<file path="config.mk">
export PLATFORM = sky130hd
export DESIGN_NAME = adc_window_min_max_avg
export DESIGN_NICKNAME = d
export VERILOG_FILES = /design/src/rtl/adcwin_pkg.sv /design/src/rtl/adc_window_min_max_avg.sv
export SDC_FILE = /design/constraint.sdc
export NUM_CORES = 2
export LEC_CHECK = 0
export BUFFER_PORTS_ARGS = -buffer_cell sky130_fd_sc_hd__buf_2
export CAP_MARGIN = 20
export CORE_ASPECT_RATIO = 0.9
export CORE_MARGIN = 2
export CORE_UTILIZATION = 65
export DETAILED_ROUTE_END_ITERATION = 10
export PLACE_DENSITY = 0.91
export SETUP_SLACK_MARGIN = 0.5
export SYNTH_ARGS = -nofsm -noshare
export SYNTH_HDL_FRONTEND = slang
export SYNTH_SLANG_ARGS = --single-unit
</file>
<file path="constraint.sdc">
create_clock -name clk -period 13.5 [get_ports clk]
set_input_delay 2.7 -clock clk [delete_from_list [all_inputs] [get_ports clk]]
set_output_delay 2.7 -clock clk [all_outputs]
set_load 0.02 [all_outputs]
</file>
<file path="src/rtl/adcwin_pkg.sv">
// Shared types, constants and helper functions for the ADC window statistics block.
package adcwin_pkg;

  localparam int WINDOW_LEN_DEF = 20;

  localparam int SAMPLE_W  = 12;
  localparam int SAMPLE_MAX = 4095;
  localparam int GAIN_W    = 17;
  localparam int OFFSET_W  = 21;
  localparam int REF_W     = 13;
  localparam int COUNT_W   = 13;
  localparam int MV_W      = 14;
  localparam int CFG_IDX_W = 3;
  localparam int CFG_DATA_W = 21;

  // Shared multiplier: A operand, B operand, product
  localparam int MUL_A_W = 26;
  localparam int MUL_B_W = 27;
  localparam int PROD_W  = MUL_A_W + MUL_B_W;

  // floor(x / 4095) for x < 2**26 as (x * MV_RECIP) >> MV_SH
  localparam int MV_SH = 38;
  localparam logic [MUL_B_W-1:0] MV_RECIP =
    MUL_B_W'(((64'd1 << MV_SH) + 64'd4094) / 64'd4095);

  localparam logic [GAIN_W-1:0]   MAX_GAIN_RST   = 17'd66847;
  localparam logic [OFFSET_W-1:0] MAX_OFFSET_RST = 21'sd236585;
  localparam logic [GAIN_W-1:0]   MIN_GAIN_RST   = 17'd67830;
  localparam logic [OFFSET_W-1:0] MIN_OFFSET_RST = -21'sd642253;
  localparam logic [GAIN_W-1:0]   AVG_GAIN_RST   = 17'd66847;
  localparam logic [OFFSET_W-1:0] AVG_OFFSET_RST = 21'sd166199;
  localparam logic [REF_W-1:0]    REF_MV_RST     = 13'd3300;

  typedef enum logic [CFG_IDX_W-1:0] {
    REG_MAX_GAIN,
    REG_MAX_OFFSET,
    REG_MIN_GAIN,
    REG_MIN_OFFSET,
    REG_AVG_GAIN,
    REG_AVG_OFFSET,
    REG_REF_MV
  } reg_idx_t;

  localparam int STEP_W = 4;

  typedef enum logic [1:0] {
    J_NEXT,
    J_WAIT_IN,
    J_LOOP,
    J_END
  } jump_t;

  typedef enum logic [3:0] {
    M_NONE,
    M_SUM_RECIP,
    M_HI_GAIN,
    M_LO_GAIN,
    M_AVG_GAIN,
    M_CMAX_REF,
    M_CMIN_REF,
    M_CAVG_REF,
    M_P_RECIP
  } mul_sel_t;

  typedef enum logic [2:0] {
    W_NONE,
    W_MEAN,
    W_CMAX,
    W_CMIN,
    W_CAVG,
    W_MVMAX,
    W_MVMIN,
    W_OUT
  } wb_t;

  typedef struct packed {
    jump_t             jmp;
    logic              clr;
    logic              rd;
    mul_sel_t          mul;
    wb_t               wb;
    logic [STEP_W-1:0] target;
  } uc_word_t;

  // Control store
  function automatic uc_word_t ucode_rom(input logic [STEP_W-1:0] step);
    uc_word_t w;
    w = '{jmp: J_NEXT, clr: 1'b0, rd: 1'b0, mul: M_NONE, wb: W_NONE, target: '0};
    unique case (step)
      4'd0:  begin w.jmp = J_WAIT_IN; w.clr = 1'b1; end
      4'd1:  begin w.jmp = J_LOOP; w.rd = 1'b1; w.target = 4'd1; end
      4'd2:  ; // drain last read
      4'd3:  w.mul = M_SUM_RECIP;
      4'd4:  begin w.wb = W_MEAN;  w.mul = M_HI_GAIN;  end
      4'd5:  begin w.wb = W_CMAX;  w.mul = M_LO_GAIN;  end
      4'd6:  begin w.wb = W_CMIN;  w.mul = M_AVG_GAIN; end
      4'd7:  begin w.wb = W_CAVG;  w.mul = M_CMAX_REF; end
      4'd8:  w.mul = M_P_RECIP;
      4'd9:  begin w.wb = W_MVMAX; w.mul = M_CMIN_REF; end
      4'd10: w.mul = M_P_RECIP;
      4'd11: begin w.wb = W_MVMIN; w.mul = M_CAVG_REF; end
      4'd12: w.mul = M_P_RECIP;
      4'd13: begin w.jmp = J_END; w.wb = W_OUT; w.target = 4'd0; end
      default: begin w.jmp = J_END; w.target = 4'd0; end
    endcase
    return w;
  endfunction

  // floor((value*gain + offset) / 65536), saturated to 0..8191
  function automatic logic [COUNT_W-1:0] calib(input logic [28:0] p,
                                               input logic [OFFSET_W-1:0] off);
    logic [30:0] t;
    logic [COUNT_W-1:0] r;
    t = {2'b00, p} + {{(31 - OFFSET_W){off[OFFSET_W-1]}}, off};
    if (t[30]) r = '0;
    else if (t[29]) r = '1;
    else r = t[28:16];
    return r;
  endfunction

  // Millivolt result from the reciprocal product, saturated to 14 bits
  function automatic logic [MV_W-1:0] mv_sat(input logic [PROD_W-1:0] p);
    logic [MV_W-1:0] r;
    if (p[PROD_W-1]) r = '1;
    else r = p[MV_SH +: MV_W];
    return r;
  endfunction

endpackage

</file>
<file path="src/rtl/adc_window_min_max_avg.sv">
// Top level: sliding-window min/max/mean with calibration, run by a microcoded sequencer.
//
//  channel | signals                          | dir | beat when
//  --------+----------------------------------+-----+----------------------
//  in      | in_valid in_ready sample         | in  | in_valid & in_ready
//  out     | out_valid out_ready min/max/avg  | out | out_valid & out_ready
//  cfg     | cfg_valid cfg_ready cfg_index    | in  | cfg_valid & cfg_ready
//          | cfg_data                         |     |
//
// Each item takes WINDOW_LEN reads of the window memory through its single read
// port, then ten steps on the one shared multiplier and a final load of the
// output register.
// Reset clears the per-entry valid bits at once; an invalid entry reads as zero.
// A new item is taken while a result still waits; the sequencer holds in its
// last step only while the previous result has not been taken.
module adc_window_min_max_avg #(
  parameter int WINDOW_LEN = adcwin_pkg::WINDOW_LEN_DEF
) (
  input  logic                                 clk,
  input  logic                                 rst,
  input  logic                                 in_valid,
  output logic                                 in_ready,
  input  logic [adcwin_pkg::SAMPLE_W-1:0]      sample,
  output logic                                 out_valid,
  input  logic                                 out_ready,
  output logic [adcwin_pkg::COUNT_W-1:0]       min_count,
  output logic [adcwin_pkg::COUNT_W-1:0]       max_count,
  output logic [adcwin_pkg::COUNT_W-1:0]       avg_count,
  output logic [adcwin_pkg::MV_W-1:0]          min_mv,
  output logic [adcwin_pkg::MV_W-1:0]          max_mv,
  output logic [adcwin_pkg::MV_W-1:0]          avg_mv,
  input  logic                                 cfg_valid,
  output logic                                 cfg_ready,
  input  logic [adcwin_pkg::CFG_IDX_W-1:0]     cfg_index,
  input  logic [adcwin_pkg::CFG_DATA_W-1:0]    cfg_data
);

  localparam int SW       = adcwin_pkg::SAMPLE_W;
  localparam int CW       = adcwin_pkg::COUNT_W;
  localparam int VW       = adcwin_pkg::MV_W;
  localparam int AW       = adcwin_pkg::MUL_A_W;
  localparam int BW       = adcwin_pkg::MUL_B_W;
  localparam int PW       = adcwin_pkg::PROD_W;
  localparam int UW       = adcwin_pkg::STEP_W;
  localparam int IDX_W    = (WINDOW_LEN > 1) ? $clog2(WINDOW_LEN) : 1;
  localparam int SUM_W    = $clog2(WINDOW_LEN * adcwin_pkg::SAMPLE_MAX + 1);
  localparam int RECIP_SH = SUM_W + $clog2(WINDOW_LEN);
  // floor(sum / WINDOW_LEN) as (sum * MEAN_RECIP) >> RECIP_SH
  localparam logic [RECIP_SH:0] MEAN_RECIP =
    (RECIP_SH + 1)'(((64'd1 << RECIP_SH) + 64'(WINDOW_LEN) - 64'd1) / 64'(WINDOW_LEN));
  localparam logic [IDX_W-1:0] LAST_IDX = IDX_W'(WINDOW_LEN - 1);

  // Configuration registers
  logic [adcwin_pkg::GAIN_W-1:0]   max_gain, min_gain, avg_gain;
  logic [adcwin_pkg::OFFSET_W-1:0] max_offset, min_offset, avg_offset;
  logic [adcwin_pkg::REF_W-1:0]    reference_mv;

  // Window memory and valid bits
  logic [SW-1:0]          win_mem [WINDOW_LEN];
  logic [WINDOW_LEN-1:0]  win_vld;
  logic [IDX_W-1:0]       write_slot;
  logic [IDX_W-1:0]       scan_idx;
  logic                   rd_pend;
  logic                   rd_ok;
  logic [SW-1:0]          rd_data;
  logic [SW-1:0]          rd_val;

  // Datapath registers
  logic [SW-1:0]    lo, hi, mean;
  logic [SUM_W-1:0] sum;
  logic [CW-1:0]    cmin, cmax, cavg;
  logic [VW-1:0]    mvmin, mvmax;
  logic [PW-1:0]    prod;
  logic [AW-1:0]    mul_a;
  logic [BW-1:0]    mul_b;

  // Sequencer
  logic [adcwin_pkg::STEP_W-1:0] upc, upc_next;
  adcwin_pkg::uc_word_t          uc;
  logic                          in_beat;
  logic                          out_blocked;
  logic                          out_load;

  assign uc          = adcwin_pkg::ucode_rom(upc);
  assign in_ready    = ~rst & (uc.jmp == adcwin_pkg::J_WAIT_IN);
  assign in_beat     = in_valid & in_ready;
  assign out_blocked = out_valid & ~out_ready;
  assign out_load    = (uc.wb == adcwin_pkg::W_OUT) & ~out_blocked;
  assign cfg_ready   = ~rst;

  always_comb begin
    unique case (uc.jmp)
      adcwin_pkg::J_NEXT:    upc_next = upc + UW'(1);
      adcwin_pkg::J_WAIT_IN: upc_next = in_beat ? upc + UW'(1) : upc;
      adcwin_pkg::J_LOOP:    upc_next = (scan_idx == LAST_IDX) ? upc + UW'(1) : uc.target;
      adcwin_pkg::J_END:     upc_next = out_blocked ? upc : uc.target;
      default:               upc_next = uc.target;
    endcase
  end

  always_ff @(posedge clk) begin
    if (rst) begin
      upc <= '0;
    end else begin
      upc <= upc_next;
    end
  end

  // Configuration writes
  always_ff @(posedge clk) begin
    if (rst) begin
      max_gain     <= adcwin_pkg::MAX_GAIN_RST;
      max_offset   <= adcwin_pkg::MAX_OFFSET_RST;
      min_gain     <= adcwin_pkg::MIN_GAIN_RST;
      min_offset   <= adcwin_pkg::MIN_OFFSET_RST;
      avg_gain     <= adcwin_pkg::AVG_GAIN_RST;
      avg_offset   <= adcwin_pkg::AVG_OFFSET_RST;
      reference_mv <= adcwin_pkg::REF_MV_RST;
    end else if (cfg_valid && cfg_ready) begin
      unique case (cfg_index)
        adcwin_pkg::REG_MAX_GAIN:   max_gain     <= cfg_data[adcwin_pkg::GAIN_W-1:0];
        adcwin_pkg::REG_MAX_OFFSET: max_offset   <= cfg_data;
        adcwin_pkg::REG_MIN_GAIN:   min_gain     <= cfg_data[adcwin_pkg::GAIN_W-1:0];
        adcwin_pkg::REG_MIN_OFFSET: min_offset   <= cfg_data;
        adcwin_pkg::REG_AVG_GAIN:   avg_gain     <= cfg_data[adcwin_pkg::GAIN_W-1:0];
        adcwin_pkg::REG_AVG_OFFSET: avg_offset   <= cfg_data;
        adcwin_pkg::REG_REF_MV:     reference_mv <= cfg_data[adcwin_pkg::REF_W-1:0];
        default: ; // drop writes beyond the register list
      endcase
    end
  end

  // Window memory: write on input beat, registered read during the scan
  always_ff @(posedge clk) begin
    if (in_beat) begin
      win_mem[write_slot] <= sample;
    end
    if (uc.rd) begin
      rd_data <= win_mem[scan_idx];
    end
  end

  always_ff @(posedge clk) begin
    if (rst) begin
      win_vld    <= '0;
      write_slot <= '0;
      scan_idx   <= '0;
      rd_pend    <= 1'b0;
      rd_ok      <= 1'b0;
    end else begin
      rd_pend <= uc.rd;
      if (uc.rd) begin
        rd_ok    <= win_vld[scan_idx];
        scan_idx <= scan_idx + IDX_W'(1);
      end else if (uc.clr) begin
        scan_idx <= '0;
      end
      if (in_beat) begin
        win_vld[write_slot] <= 1'b1;
        write_slot <= (write_slot == LAST_IDX) ? '0 : write_slot + IDX_W'(1);
      end
    end
  end

  assign rd_val = rd_ok ? rd_data : '0;

  // Scan accumulate
  always_ff @(posedge clk) begin
    if (uc.clr) begin
      lo  <= '1;
      hi  <= '0;
      sum <= '0;
    end else if (rd_pend) begin
      if (rd_val < lo) lo <= rd_val;
      if (rd_val > hi) hi <= rd_val;
      sum <= sum + SUM_W'(rd_val);
    end
  end

  // Shared multiplier operand select
  always_comb begin
    unique case (uc.mul)
      adcwin_pkg::M_SUM_RECIP: begin mul_a = AW'(sum);  mul_b = BW'(MEAN_RECIP);   end
      adcwin_pkg::M_HI_GAIN:   begin mul_a = AW'(hi);   mul_b = BW'(max_gain);     end
      adcwin_pkg::M_LO_GAIN:   begin mul_a = AW'(lo);   mul_b = BW'(min_gain);     end
      adcwin_pkg::M_AVG_GAIN:  begin mul_a = AW'(mean); mul_b = BW'(avg_gain);     end
      adcwin_pkg::M_CMAX_REF:  begin mul_a = AW'(cmax); mul_b = BW'(reference_mv); end
      adcwin_pkg::M_CMIN_REF:  begin mul_a = AW'(cmin); mul_b = BW'(reference_mv); end
      adcwin_pkg::M_CAVG_REF:  begin mul_a = AW'(cavg); mul_b = BW'(reference_mv); end
      adcwin_pkg::M_P_RECIP:   begin mul_a = prod[AW-1:0]; mul_b = adcwin_pkg::MV_RECIP; end
      default:                 begin mul_a = '0; mul_b = '0; end
    endcase
  end

  always_ff @(posedge clk) begin
    if (uc.mul != adcwin_pkg::M_NONE) begin
      prod <= PW'(mul_a) * PW'(mul_b);
    end
  end

  // Write-back of the previous product
  always_ff @(posedge clk) begin
    unique case (uc.wb)
      adcwin_pkg::W_MEAN:  mean  <= prod[RECIP_SH +: SW];
      adcwin_pkg::W_CMAX:  cmax  <= adcwin_pkg::calib(prod[28:0], max_offset);
      adcwin_pkg::W_CMIN:  cmin  <= adcwin_pkg::calib(prod[28:0], min_offset);
      adcwin_pkg::W_CAVG:  cavg  <= adcwin_pkg::calib(prod[28:0], avg_offset);
      adcwin_pkg::W_MVMAX: mvmax <= adcwin_pkg::mv_sat(prod);
      adcwin_pkg::W_MVMIN: mvmin <= adcwin_pkg::mv_sat(prod);
      default: ;
    endcase
  end

  // Output register
  always_ff @(posedge clk) begin
    if (out_load) begin
      min_count <= cmin;
      max_count <= cmax;
      avg_count <= cavg;
      min_mv    <= mvmin;
      max_mv    <= mvmax;
      avg_mv    <= adcwin_pkg::mv_sat(prod);
    end
  end

  always_ff @(posedge clk) begin
    if (rst) begin
      out_valid <= 1'b0;
    end else if (out_load) begin
      out_valid <= 1'b1;
    end else if (out_ready) begin
      out_valid <= 1'b0;
    end
  end

endmodule

</file>
==> results.json <==
{
  "peakVddDrop_v": 0.0002316,
  "clock-skew-final_ns": 0.04365,
  "cts_root_buffer": "clkbuf_16",
  "drtIter0Drc": 5107,
  "yosysUniqueCellTypes": 99,
  "worstPathRequired_ns": 13.93,
  "path_class": "reg2reg",
  "holdPathStages": 0,
  "fin_nets": 5145,
  "yosys_warnings": 0,
  "critPathSlowestCell": "a222oi_1",
  "r2r_setup_slack_ns": 3.00,
  "clockBufferDepth": 3,
  "ctsHoldBuffers": 0,
  "power.density_mw_per_mm2": 158.6,
  "synth_top_area_cell": "edfxtp_1",
  "start_util": 0.6574,
  "post_cts_buffers": 0,
  "finalWorstSetupSlack_ns": 3.000,
  "multi_input_area_sq_mm": 0.02500,
  "endpoint_kind": "register",
  "worst_hold_slack_ns": 0.4005,
  "cp-startpoint": "upc[1]",
  "grt_max_degree": 73,
  "crit_arrival_ns": 10.93,
  "syn_inst": 4101,
  "cts_tree": "built",
  "routed_wl_microns": 139000,
  "dp_hpwl_microns": 99060,
  "htreeDepth": 3,
  "holdPathEnd": "max_mv[5]",
  "via_per_inst": 6.470,
  "maxSlewViolCount": 0,
  "seqCellArea_sq_mm": 0.01795,
  "grt_pass1_vias": 34851,
  "leakage_uw": 0.02197,
  "hp-start": "mvmax[5]",
  "grt.total_usage": 0.3961,
  "ys_seq_area_frac": 0.3976,
  "status": "finished, final reports clean",
  "core_sq_mm": 0.06866,
  "clkTransAtPathRegs_ns": 0.07,
  "stdcell_count": 5366,
  "fill_cells": 4245,
  "ff2ff_path_depth": 28,
  "clock_latency_ns": 0.66,
  "area_delta_synth_final_pct": 10.47,
  "gr-total-overflow": 0,
  "r2r_end": "prod[42]",
  "synth_edf_count": 461,
  "synthArstFlopShare": 0,
  "drc": 0,
  "post_drt_wl_per_cell_microns": 25.90,
  "dp_cells": 5233,
  "avgSynthCellArea_sq_um": 11.01,
  "cp_slowest_stage_delay_ns": 0.86,
  "grt_pass1_wl_microns": 208200,
  "pin_count": 125,
  "path_max_fanout": 30,
  "fp.dieW_microns": 281.8,
  "period_minus_slack_ns": 10.50,
  "reg2reg_from": "upc[1]",
  "post-place-ws_ns": 3.821,
  "setup_viol": 0,
  "port_buffers": 124,
  "crit_top_cell": "fa_1",
  "yosys.area.top_type_share": 0.3067,
  "layout-drive-gt1-share": 0.1085,
  "fin_tns_setup_ns": 0,
  "min_path_type": "reg2reg",
  "die_h_microns": 254.0,
  "numCtsBuffers": 69,
  "relSlewSlack": 0.04194,
  "synth.top_cells.by_area": "edfxtp_1 31%, fa_1 18%, ha_1 9.1%",
  "cp-start-kind": "register",
  "ant_nets": 0,
  "antenna_found_initial": 10,
  "via_count": 34717,
  "syn-cell-area_sq_mm": 0.04514,
  "synth_ff_type": "edfxtp_1",
  "maxCapViolations": 0,
  "placed_area_sq_mm": 0.04751,
  "design_area_sq_mm": 0.04986,
  "finalCritPeriodShare": 0.7778,
  "fp.dieArea_sq_mm": 0.07157,
  "hold_viol": 0,
  "synth_seq_cells": 666,
  "firstDrtPassIters": 9,
  "cts_resized": 0,
  "fmax_mhz": 95.24,
  "rows": 91,
  "place.gp.congestion": 1.033,
  "rsz0062_at_grt": "no",
  "cts_sinks": 666,
  "tightest_slew_ns": 1.437
}
-- per-layer routing --
layer	share of wire	global-route usage
met1	0.34	0.4948
met2	0.44	0.5981
met3	0.14	0.1306
met4	0.077	0.2485
met5	0.00091	0
-- cells in the mapped netlist, drive strengths merged (57+ instances only) --
cell type / instances
a21oi: 225
and2: 57
clkbuf: 109
dfxtp: 205
edfxtp: 461
fa: 399
ha: 330
inv: 615
mux4: 78
nand2: 506
nand3: 126
nor2: 241
o21ai: 90
-- area by class of cell --
| cell class | count | area share |
|---|---|---|
| multi-input cells | 2837 | 0.5013 |
| well taps | 930 | 0.02334 |
| diodes | 4 | 0.0002007 |
| clock buffers | 84 | 0.03741 |
| inverters | 615 | 0.04630 |
| flip-flops and latches | 666 | 0.3600 |
| repair buffers | 186 | 0.02198 |
| clock inverters | 44 | 0.009410 |
-- worst max-delay path: cells and delay by family, from the launching register on --
kind / cells / cell delay (ns)
fa+ha+maj: 9 / 4.32
compound gates: 9 / 3.11
simple gates: 4 / 1.44
buf+inv: 5 / 0.75
flops: 1 / 0.43
mux: 1 / 0.15
-- worst max path at each step --
| stage | cells after the start | to | slack, ns |
|---|---|---|---|
| floorplan | 32 | prod[51] | 5.09 |
| detailed placement | 29 | prod[51] | 3.82 |
| global placement | 29 | prod[51] | 4.08 |
| CTS | 28 | prod[42] | 3.67 |
| finish | 28 | prod[42] | 3.00 |
| global route | 30 | prod[51] | 3.10 |
-- layout by cell type (no fill, tap or decap), drive strengths merged, types with 43 or more instances in the layout --
cell type  count
inv          621
nand2        506
edfxtp       461
fa           399
ha           330
nor2         241
a21oi        225
dfxtp        205
buf          186
conb         164
nand3        126
o21ai         90
clkbuf        84
mux4          78
and2          57
a21o          56
xnor2         43
-- per-stage QoR --
stage / total power, uW / utilization
floorplan: 4820 / -
global placement: 5549 / 0.6915
detailed placement: 5665 / 0.6919
CTS: 7746 / 0.7259
global route: 8236 / 0.7261
finish: 7908 / 0.7263
-- where the power goes --
group / switching (uW) / leakage [uW] / total (uW) / internal [uW]
Clock: 905 / 0.00116 / 2010 / 1110
Combinational: 2110 / 0.0150 / 3460 / 1350
Sequential: 91.0 / 0.00581 / 2430 / 2340
-- sequential cells by signal, summed over array words and instances, names as in the netlist, 14 cells and up --
| signal | flops |
|---|---|
| max_mv | 14 |
| sum | 17 |
| prod | 49 |
| mvmin | 14 |
| avg_gain | 17 |
| win_vld | 20 |
| max_offset | 21 |
| avg_offset | 21 |
| min_offset | 21 |
| min_mv | 14 |
| mvmax | 14 |
| win_mem | 240 |
| min_gain | 17 |
| max_gain | 17 |
| avg_mv | 14 |
-- cells by family after synthesis --
logic type,after synthesis,synth area share
flops,666,0.3976
xor+xnor,77,0.01511
fa+ha+maj,729,0.2684
other cells,2,0.0001664
simple gates,1154,0.1158
compound gates,597,0.09056
buf+inv,760,0.06462
mux,116,0.04771
No activity file was read; power rests on OpenSTA's default activity.
